[config.mk]
export PLATFORM = sky130hd
export DESIGN_NAME = rtcm3_frame_validator
export DESIGN_NICKNAME = d
export VERILOG_FILES = /design/src/rtl/rtcm3v_pkg.sv /design/src/rtl/rtcm3v_tracker.sv /design/src/rtl/rtcm3_frame_validator.sv
export VERILOG_INCLUDE_DIRS = /design/src /design/src/rtl
export SDC_FILE = /design/constraint.sdc
export NUM_CORES = 1
export LEC_CHECK = 0
export ABC_AREA = 1
export BUFFER_PORTS_ARGS = -buffer_cell sky130_fd_sc_hd__buf_2
export CAP_MARGIN = 20
export CORE_MARGIN = 3
export CORE_UTILIZATION = 60
export DETAILED_ROUTE_END_ITERATION = 8
export GPL_TIMING_DRIVEN = 1
export PLACE_DENSITY = 0.81
export SLEW_MARGIN = 10
export SYNTH_ARGS = -nofsm -noshare
export SYNTH_HDL_FRONTEND = slang
export SYNTH_HIERARCHICAL = 1
export SYNTH_SLANG_ARGS = --single-unit
[constraint.sdc]
create_clock -name i_clk -period 10.4 [get_ports i_clk]
set_input_delay 1.04 -clock i_clk [delete_from_list [all_inputs] [get_ports i_clk]]
set_output_delay 1.04 -clock i_clk [all_outputs]
set_load 0.03 [all_outputs]
[src/rtl/rtcm3_frame_validator_macros.svh]
// assertion macros shared by the frame validator modules
`ifndef RTCM3_FRAME_VALIDATOR_MACROS_SVH
`define RTCM3_FRAME_VALIDATOR_MACROS_SVH

// checked only while out of reset
`define RFV_ASSERT(lbl, prop, msg) \
    lbl: assert property (@(posedge i_clk) disable iff (!i_rst_n) prop) else $error(msg);

// checked at every edge, reset included
`define RFV_ASSERT_ALWAYS(lbl, prop, msg) \
    lbl: assert property (@(posedge i_clk) prop) else $error(msg);

`endif

[src/rtl/rtcm3v_pkg.sv]
package rtcm3v_pkg;

    // frame format constants
    localparam logic [7:0]  PREAMBLE       = 8'hD3;
    localparam logic [7:0]  LEN_HI_MASK    = 8'h03;
    localparam logic [24:0] CRC_POLY       = 25'h1864CFB;
    localparam logic [10:0] COUNT_MAX      = 11'd2047;
    localparam logic [10:0] MIN_FRAME      = 11'd6;
    localparam logic [10:0] FRAME_OVERHEAD = 11'd6;

    // frame check outcome
    typedef enum logic [2:0] {
        ST_VALID        = 3'd0,
        ST_TOO_SHORT    = 3'd1,
        ST_BAD_PREAMBLE = 3'd2,
        ST_LEN_MISMATCH = 3'd3,
        ST_CRC_MISMATCH = 3'd4
    } t_status;

    // one result word
    typedef struct packed {
        t_status     status;
        logic [9:0]  payload_length;
        logic [23:0] computed_crc;
        logic [23:0] tail_crc;
    } t_result;

    // crc24q update by one byte, msb first
    function automatic logic [23:0] crc24q_byte(input logic [23:0] crc, input logic [7:0] b);
        logic [24:0] c;
        c = {1'b0, crc ^ {b, 16'h0000}};
        for (int k = 0; k < 8; k++) begin
            c = {c[23:0], 1'b0};
            if (c[24]) begin
                c = c ^ CRC_POLY;
            end
        end
        return c[23:0];
    endfunction

endpackage

[src/rtl/rtcm3v_tracker.sv]
module rtcm3v_tracker
    import rtcm3v_pkg::*;
(
    input  logic        i_clk,
    input  logic        i_rst_n,
    input  logic        i_accept,
    input  logic [7:0]  i_data_byte,
    input  logic        i_last_byte,
    output t_result     o_result
);

`include "rtcm3_frame_validator_macros.svh"

    logic [10:0] r_byte_count;
    logic        r_preamble_ok;
    logic [9:0]  r_length_field;
    logic [23:0] r_crc;
    logic [7:0]  r_tail [3];

    logic [10:0] n_byte_count;
    logic        n_preamble_ok;
    logic [9:0]  n_length_field;
    logic [23:0] n_crc;
    logic [7:0]  len_hi;
    logic [23:0] rx_crc;
    logic [10:0] expected_total;

    // header capture and crc over the byte leaving the delay line
    always_comb begin
        len_hi         = i_data_byte & LEN_HI_MASK;
        n_preamble_ok  = r_preamble_ok;
        n_length_field = r_length_field;
        if (r_byte_count == 11'd0) begin
            n_preamble_ok = (i_data_byte == PREAMBLE);
        end else if (r_byte_count == 11'd1) begin
            n_length_field = {len_hi[1:0], r_length_field[7:0]};
        end else if (r_byte_count == 11'd2) begin
            n_length_field = {r_length_field[9:8], i_data_byte};
        end
        n_crc          = (r_byte_count >= 11'd3) ? crc24q_byte(r_crc, r_tail[2]) : r_crc;
        n_byte_count   = (r_byte_count < COUNT_MAX) ? r_byte_count + 11'd1 : r_byte_count;
        rx_crc         = {r_tail[1], r_tail[0], i_data_byte};
        expected_total = {1'b0, n_length_field} + FRAME_OVERHEAD;
    end

    // end-of-frame checks in priority order
    always_comb begin
        o_result.payload_length = n_length_field;
        o_result.computed_crc   = n_crc;
        o_result.tail_crc       = rx_crc;
        if (n_byte_count < MIN_FRAME) begin
            o_result.status         = ST_TOO_SHORT;
            o_result.payload_length = '0;
            o_result.computed_crc   = '0;
            o_result.tail_crc       = '0;
        end else if (!n_preamble_ok) begin
            o_result.status = ST_BAD_PREAMBLE;
        end else if (n_byte_count != expected_total) begin
            o_result.status = ST_LEN_MISMATCH;
        end else if (n_crc != rx_crc) begin
            o_result.status = ST_CRC_MISMATCH;
        end else begin
            o_result.status = ST_VALID;
        end
    end

    // frame state, back to empty after the last byte
    always_ff @(posedge i_clk) begin
        if (!i_rst_n) begin
            r_byte_count   <= '0;
            r_preamble_ok  <= 1'b0;
            r_length_field <= '0;
            r_crc          <= '0;
        end else if (i_accept) begin
            if (i_last_byte) begin
                r_byte_count   <= '0;
                r_preamble_ok  <= 1'b0;
                r_length_field <= '0;
                r_crc          <= '0;
            end else begin
                r_byte_count   <= n_byte_count;
                r_preamble_ok  <= n_preamble_ok;
                r_length_field <= n_length_field;
                r_crc          <= n_crc;
            end
        end
    end

    // tail delay line, newest in slot 0
    always_ff @(posedge i_clk) begin
        if (i_accept) begin
            r_tail[2] <= r_tail[1];
            r_tail[1] <= r_tail[0];
            r_tail[0] <= i_data_byte;
        end
    end

    `RFV_ASSERT(a_frame_restart, (i_accept && i_last_byte) |=> (r_byte_count == 11'd0 && r_crc == 24'd0), "frame state not cleared after last byte")
    `RFV_ASSERT(a_crc_idle_in_header, (r_byte_count <= 11'd3) |-> (r_crc == 24'd0), "crc moved before the delay line filled")

endmodule

[src/rtl/rtcm3_frame_validator.sv]
// channel  direction  handshake                  word
// input    in         i_in_valid / o_in_ready    i_data_byte, i_last_byte
// result   out        o_out_valid / i_out_ready  o_status, o_payload_length,
//                                                o_computed_crc, o_tail_crc
//
// one byte per cycle while o_in_ready is high; the crc24q byte update sits between
// frame state and result register, so a status appears the cycle after its last byte
// a result waiting in the output register blocks input only while i_out_ready is low
// reset (synchronous, active low) empties the frame state and the output register
// non-final bytes give no result
module rtcm3_frame_validator
    import rtcm3v_pkg::*;
(
    input  logic        i_clk,
    input  logic        i_rst_n,
    input  logic        i_in_valid,
    output logic        o_in_ready,
    input  logic [7:0]  i_data_byte,
    input  logic        i_last_byte,
    output logic        o_out_valid,
    input  logic        i_out_ready,
    output logic [2:0]  o_status,
    output logic [9:0]  o_payload_length,
    output logic [23:0] o_computed_crc,
    output logic [23:0] o_tail_crc
);

`include "rtcm3_frame_validator_macros.svh"

    logic    in_accept;
    t_result frame_result;
    logic    r_out_valid;
    t_result r_result;

    assign o_in_ready = !r_out_valid || i_out_ready;
    assign in_accept  = i_in_valid && o_in_ready;

    rtcm3v_tracker u_tracker (
        .i_clk       (i_clk),
        .i_rst_n     (i_rst_n),
        .i_accept    (in_accept),
        .i_data_byte (i_data_byte),
        .i_last_byte (i_last_byte),
        .o_result    (frame_result)
    );

    // output register
    always_ff @(posedge i_clk) begin
        if (!i_rst_n) begin
            r_out_valid <= 1'b0;
        end else if (in_accept && i_last_byte) begin
            r_out_valid <= 1'b1;
        end else if (i_out_ready) begin
            r_out_valid <= 1'b0;
        end
    end

    always_ff @(posedge i_clk) begin
        if (in_accept && i_last_byte) begin
            r_result <= frame_result;
        end
    end

    assign o_out_valid      = r_out_valid;
    assign o_status         = r_result.status;
    assign o_payload_length = r_result.payload_length;
    assign o_computed_crc   = r_result.computed_crc;
    assign o_tail_crc       = r_result.tail_crc;

    `RFV_ASSERT(a_result_from_last, $rose(o_out_valid) |-> $past(in_accept && i_last_byte), "result without a last byte")
    `RFV_ASSERT(a_valid_crc_match, (o_out_valid && o_status == ST_VALID) |-> (o_computed_crc == o_tail_crc), "valid status with crc mismatch")
    `RFV_ASSERT(a_short_zero, (o_out_valid && o_status == ST_TOO_SHORT) |-> ({o_payload_length, o_computed_crc, o_tail_crc} == '0), "short frame with nonzero fields")

endmodule

==> run summary, run 1 <==
Die Y-Extent = 118 um
Post-DP HPWL = 13,000 um
Setup WS post-layout = 6.48 ns
Netlist cell types = 41
PortBufs = 75
H-tree depth = 4
Post-Syn Instances = 1,019
Seq/Total Area, Yosys = 46.5%
Max-Cap Viols = 0
initial antenna violation count = 0
CTS Root Cell = clkbuf_16
Post-CTS Repair Setup Buffers = 0
vias in the first global route = 6,489
endpoints failing setup = 0
Synthesized Nets = 1,037
worst-path maximum fanout = 44
Peak VDD IR = 0.168 mV
register area = 3490 sq um
Min-Delay Path Class = flop to flop
Final Hold Fails = 0
die area = 13,900 sq um
Cell Pwr Density = 155 nW/um^2
startpoint types = flop
deepest clock path buffer count = 2
Int Pwr = 1.01 mW
Vias/cell = 5.43
Top delay family on crit path = simple AND/OR/NAND/NOR gates
pre-CTS WS = 6.53 ns
Detailed Route Iter0 Violations = 659
top layer in use = met4
Fmax = 255 MHz
drt pass-1 iters = 6
setup_tns = 0 ns
asr flop ratio synth = 0%
WL met3 = 1390 um
EDFF count, synth = 85
Ys Warns = 6
share of cells above drive strength 1 = 14.2%
Setup Crit Path Kind = flop to flop
CTS tree = yes
fillers = 1,023
count leader, synth = nand2_1
Top FF cell, synth = edfxtp_1
Pleak = 4.21 nW
clk_skew = 0.00945 ns
Final ANT Viol Nets = 0
highest cell delay on the worst timing path = 0.74 ns
Comb pwr share = 9.8%
CTS Buf Count = 17
CP Data Arrival Time = 4.09 ns
TritonCTS Sinks = 132
dominant cell type by area after synthesis = edfxtp_1
row count = 40
Syn Area/Cell = 7.36 sq um
switching share of power = 24.6%
WP buf/inv = 2
clock transition at the registers of the reported paths = 0.06 ns
minimum clock period = 3.92 ns
RD Place Congestion = 0.966
largest net degree at the start of global routing = 62
top-area cell type share of the netlist area = 34.0%
RSZ-0062 raised after global routing = false
nets@finish = 1,109
worst rel slew slack = 35.9%
total track usage = 28.5%
first-pass GRT wire length = 31,300 um
final worst-path cycle share = 37.7%
Seq pwr share = 43.6%
diode count = 0
core area = 12,100 sq um
met1 WL = 7870 um
post-cts gate resize count = 0
initial core utilization = 62.0%
Synth Register Bits = 132
CP most frequent cell = nand2_1
Post-CTS Hold Fix Bufs = 0
Slew Limit Fails = 0
Synth area leaders = edfxtp_1 34%, nand2_1 21%, dfxtp_1 13%
grt total ovfl = 0
CP max stage cell = nor2_2
switching pwr = 0.329 mW
# DRC = 0
clock network power share = 46.6%
FF-to-FF setup slack = 6.48 ns
Least-Margin Pin Slew = 0.961 ns
Post-Syn Area = 7500 sq um
met2 wire len = 9490 um
worst skew pair latency = 0.42 ns
area of the multi-input gates = 3350 sq um
outcome = completed
final WL = 19,400 um
Via Count = 6,906
Boundary Pins = 76
DIE WIDTH = 118 um
WL/cell = 15.3 um
Area Growth Syn to Fin = 14.9%
Synth top cells by count = 413 x nand2_1, 140 x inv_1, 88 x nand3_1, 85 x edfxtp_1
cell chain of the critical path = ha_1 > inv_1 > nor2_1 > nand2_1 > nor3_1 > nand3_1 > xor2_1 > nand2_1 > nor4_1 > nand2_1 > nor2_2 > inv_2 > nand3_1 > nor2_1
CP Data Required Time = 10.57 ns
CP Capture Type = flop
layer usage:
layer	vias up	global-route usage, %
met5	-	0
met4	0	13.9
met3	57	6.58
met2	298	48.5
met1	3171	34.0
li1	3380	-
flip-flops by register name, indices dropped and copies added (netlist names):
signal                    flops
o_computed_crc               24
u_tracker/r_byte_count       11
u_tracker/r_crc              24
u_tracker/r_preamble_ok       1
u_tracker/r_tail             24
u_tracker/r_length_field     10
o_status                      3
o_out_valid                   1
o_payload_length             10
o_tail_crc                   24
tightest hold or removal path, cell delays in order (launching register included):
cell and delay, ns:
dfxtp_1 0.31, nand2_1 0.06, a21oi_1 0.05
logic make-up after synthesis:
group,Yosys count,synth area share [%]
buf+inv,173,8.99
xor+xnor,21,2.45
simple gates,610,35.1
compound gates,78,6.07
flops,132,46.5
fa+ha+maj,5,0.834
area by class of cell:
type	count	share of cell area, %
clock buffer	19	5.02
clock inverter	13	2.13
inverter	148	6.44
multi-input combinational	714	38.8
sequential	132	40.5
tap	168	2.44
timing repair buffer	78	4.61
path summary, 6_finish.rpt:
| check | from | to | cells past startpoint |
|---|---|---|---|
| worst max-delay path | u_tracker/r_byte_count[0] | o_status[2] | 14 |
| worst max register to register | u_tracker/r_byte_count[0] | o_status[2] | 14 |
| worst min-delay path | u_tracker/r_length_field[9] | u_tracker/r_length_field[9] | 2 |
| worst min register to register | u_tracker/r_length_field[9] | u_tracker/r_length_field[9] | 2 |
cell usage in the layout (no fill, tap or decap), drive strengths merged, types with 5 or more instances in the layout:
cell type and instances:
nand2 424, inv 149, nand3 92, edfxtp 85
buf 78, nor2 52, a21oi 48, dfxtp 47
clkbuf 19, o21ai 19, xor2 16, nand3b 15
nand4 11, or2 6, nor3 6, clkinvlp 5
xnor2 5, ha 5
power by group through the flow:
| stage | combinational [mW] | clock, mW | sequential, mW |
|---|---|---|---|
| floorplan | 0.0720 | 0 | 0.609 |
| global placement | 0.125 | 0 | 0.593 |
| detailed placement | 0.127 | 0 | 0.593 |
| CTS | 0.128 | 0.628 | 0.583 |
| global route | 0.142 | 0.651 | 0.584 |
| finish | 0.130 | 0.622 | 0.583 |
stage by stage:
| stage | util, % | hold WS [ns] | cell area, sq um | total power, mW | cells |
|---|---|---|---|---|---|
| after CTS | 71.2 | 0.465 | 8620 | 1.34 | 1272 |
| after global routing | 71.2 | 0.487 | 8620 | 1.38 | 1272 |
| after floorplan | - | 0.445 | 7500 | 0.681 | 1019 |
| after global placement | 66.1 | 0.452 | 8010 | 0.718 | 1240 |
| after detailed placement | 66.1 | 0.457 | 8010 | 0.720 | 1240 |
| final | 71.2 | 0.465 | 8620 | 1.34 | 1272 |
Note: power is estimated with default switching activity, not from simulation.
==> inputs of run 2 (changes only) <==
Settings changed: CORE_UTILIZATION 60 to 54, PLACE_DENSITY 0.81 to 0.77.
Clock period 10.4 ns to 3.5 ns, I/O delays scaled along.
==> run summary, run 2 (synthesis gave the netlist of run 1 again) <==
Int Pwr = 2.84 mW (was 1.01 mW)
WL/cell = 14.6 um (was 15.3 um)
commonest cells after routing, fill and taps aside = 413 x nand2_1, 140 x inv_1, 88 x nand3_1 (unchanged)
minimum clock period = 3.11 ns (was 3.92 ns)
switching share of power = 25.7% (was 24.6%)
pre-CTS WS = 0.404 ns (was 6.53 ns)
core area = 13,400 sq um (was 12,100 sq um)
first-pass GRT wire length = 30,400 um (was 31,300 um)
Detailed Route Iter0 Violations = 738 (was 659)
Comb pwr share = 10.0% (was 9.8%)
RD Place Congestion = 0.949 (was 0.966)
H-tree depth = 4 (unchanged)
Min-Delay Path Class = primary input to flop (was flop to flop)
# DRC = 0 (unchanged)
DIE WIDTH = 124 um (was 118 um)
diode count = 0 (unchanged)
Die Y-Extent = 124 um (was 118 um)
clock network power share = 44.8% (was 46.6%)
Via Count = 6,773 (was 6,906)
CP Capture Type = flop (unchanged)
Pleak = 4.22 nW (was 4.21 nW)
switching pwr = 0.984 mW (was 0.329 mW)
fillers = 1,184 (was 1,023)
total track usage = 25.4% (was 28.5%)
post-route insts no fill = 1,284 (was 1,272)
Least-Margin Pin Slew = 0.866 ns (was 0.961 ns)
largest net degree at the start of global routing = 62 (unchanged)
Cell Pwr Density = 444 nW/um^2 (was 155 nW/um^2)
TritonCTS Sinks = 132 (unchanged)
CP Data Arrival Time = 3.28 ns (was 4.09 ns)
initial antenna violation count = 0 (unchanged)
worst skew pair latency = 0.42 ns (about the same)
CTS Buf Count = 17 (unchanged)
nets@finish = 1,113 (was 1,109)
startpoint types = flop (unchanged)
share of cells above drive strength 1 = 14.8% (was 14.2%)
row count = 42 (was 40)
Vias/cell = 5.27 (was 5.43)
CTS tree = yes (unchanged)
setup_tns = 0 ns (unchanged)
Fmax = 321 MHz (was 255 MHz)
die area = 15,300 sq um (was 13,900 sq um)
Setup Crit Path Kind = flop to flop (unchanged)
Post-CTS Repair Setup Buffers = 0 (unchanged)
CTS Root Cell = clkbuf_16 (unchanged)
RSZ-0062 raised after global routing = false (unchanged)
commonest non-fill, non-tap cell in the layout = nand2_1 (unchanged)
clock transition at the registers of the reported paths = 0.06 ns (about the same)
Area Growth Syn to Fin = 14.9% (about the same)
outcome = completed (unchanged)
placed cells = 1,252 (was 1,240)
Final ANT Viol Nets = 0 (unchanged)
Seq pwr share = 45.2% (was 43.6%)
drt pass-1 iters = 8 (was 6)
FF-to-FF setup slack = 0.39 ns (was 6.48 ns)
worst rel slew slack = 42.2% (was 35.9%)
PortBufs = 75 (unchanged)
Slew Limit Fails = 0 (unchanged)
initial core utilization = 56.0% (was 62.0%)
Boundary Pins = 76 (unchanged)
worst-path maximum fanout = 16 (was 44)
Setup WS post-layout = 0.386 ns (was 6.48 ns)
deepest clock path buffer count = 2 (unchanged)
Post-DP HPWL = 12,900 um (was 13,000 um)
vias in the first global route = 6,186 (was 6,489)
final WL = 18,800 um (was 19,400 um)
endpoints failing setup = 0 (unchanged)
CP Data Required Time = 3.67 ns (was 10.57 ns)
clk_skew = 0.00887 ns (was 0.00945 ns)
grt total ovfl = 0 (unchanged)
Max-Cap Viols = 0 (unchanged)
Final Hold Fails = 0 (unchanged)
Peak VDD IR = 0.258 mV (was 0.168 mV)
final worst-path cycle share = 89.0% (was 37.7%)
## run 2: final cells by class
type / instances / area [sq um] / area share (%)
timing repair buffer: 82 / 428 / 4.96
clock buffer: 22 / 474 / 5.50
inverter: 148 / 556 / 6.44
tap: 176 / 220 / 2.55
sequential: 132 / 3500 / 40.5
multi-input combinational: 714 / 3350 / 38.8
clock inverter: 10 / 101 / 1.18
## run 2: worst max-delay path: stages, from the launching register on
cell and delay (ns):
dfxtp_2 0.35, ha_1 0.23, inv_1 0.09, nand3_1 0.08
nor2_1 0.28, nand2_2 0.09, inv_1 0.41, nand2_1 0.13
nand2_1 0.12, nand2_1 0.06, nand2_1 0.06, nand3_1 0.08
nor2_1 0.11, nand3_1 0.09, nor2_1 0.12, nand3_1 0.12
nor3_1 0.16, nand4_1 0.12, nor2_1 0.10, nor2_1 0.04
## run 2: through the flow
step                      power, mW  utilization, %  hold slack [ns]  area [sq um]
final                          3.82            64.4            0.146          8620
after global routing           3.96            64.4            0.164          8620
after CTS                      3.84            64.3            0.134          8620
after detailed placement       2.14            60.0            0.455          8050
after global placement         2.13            60.0            0.452          8050
after floorplan                2.02               -            0.445          7510
## run 2: routing by layer
metal  track usage [%]  up-vias  share of wire [%]
met1              32.4     3105                 41
met5                 0        -                  0
met2              43.3      253                 50
met3              4.54       29                6.9
met4              9.10        0                2.1
li1                  -     3386                  -
## run 2: repair_timing
item                       in CTS  in global routing
resized for setup               0                  2
hold buffers                    0                  0
setup endpoints to repair       0                  1
## run 2: final timing paths
kind	startpoint	to	depth (start not counted)
hold reg to reg	u_tracker/r_length_field[6]	u_tracker/r_length_field[6]	2
setup reg to reg	u_tracker/r_byte_count[0]	o_status[2]	19
setup / recovery	u_tracker/r_byte_count[0]	o_status[2]	19
hold / removal	i_rst_n	o_out_valid	3
## run 2: power by group through the flow
stage	Combinational [mW]	Clock [mW]	Sequential, mW
after floorplan	0.215	0	1.81
after global placement	0.374	0	1.76
after detailed placement	0.376	0	1.76
after CTS	0.378	1.73	1.73
after global routing	0.422	1.80	1.73
final	0.382	1.71	1.73
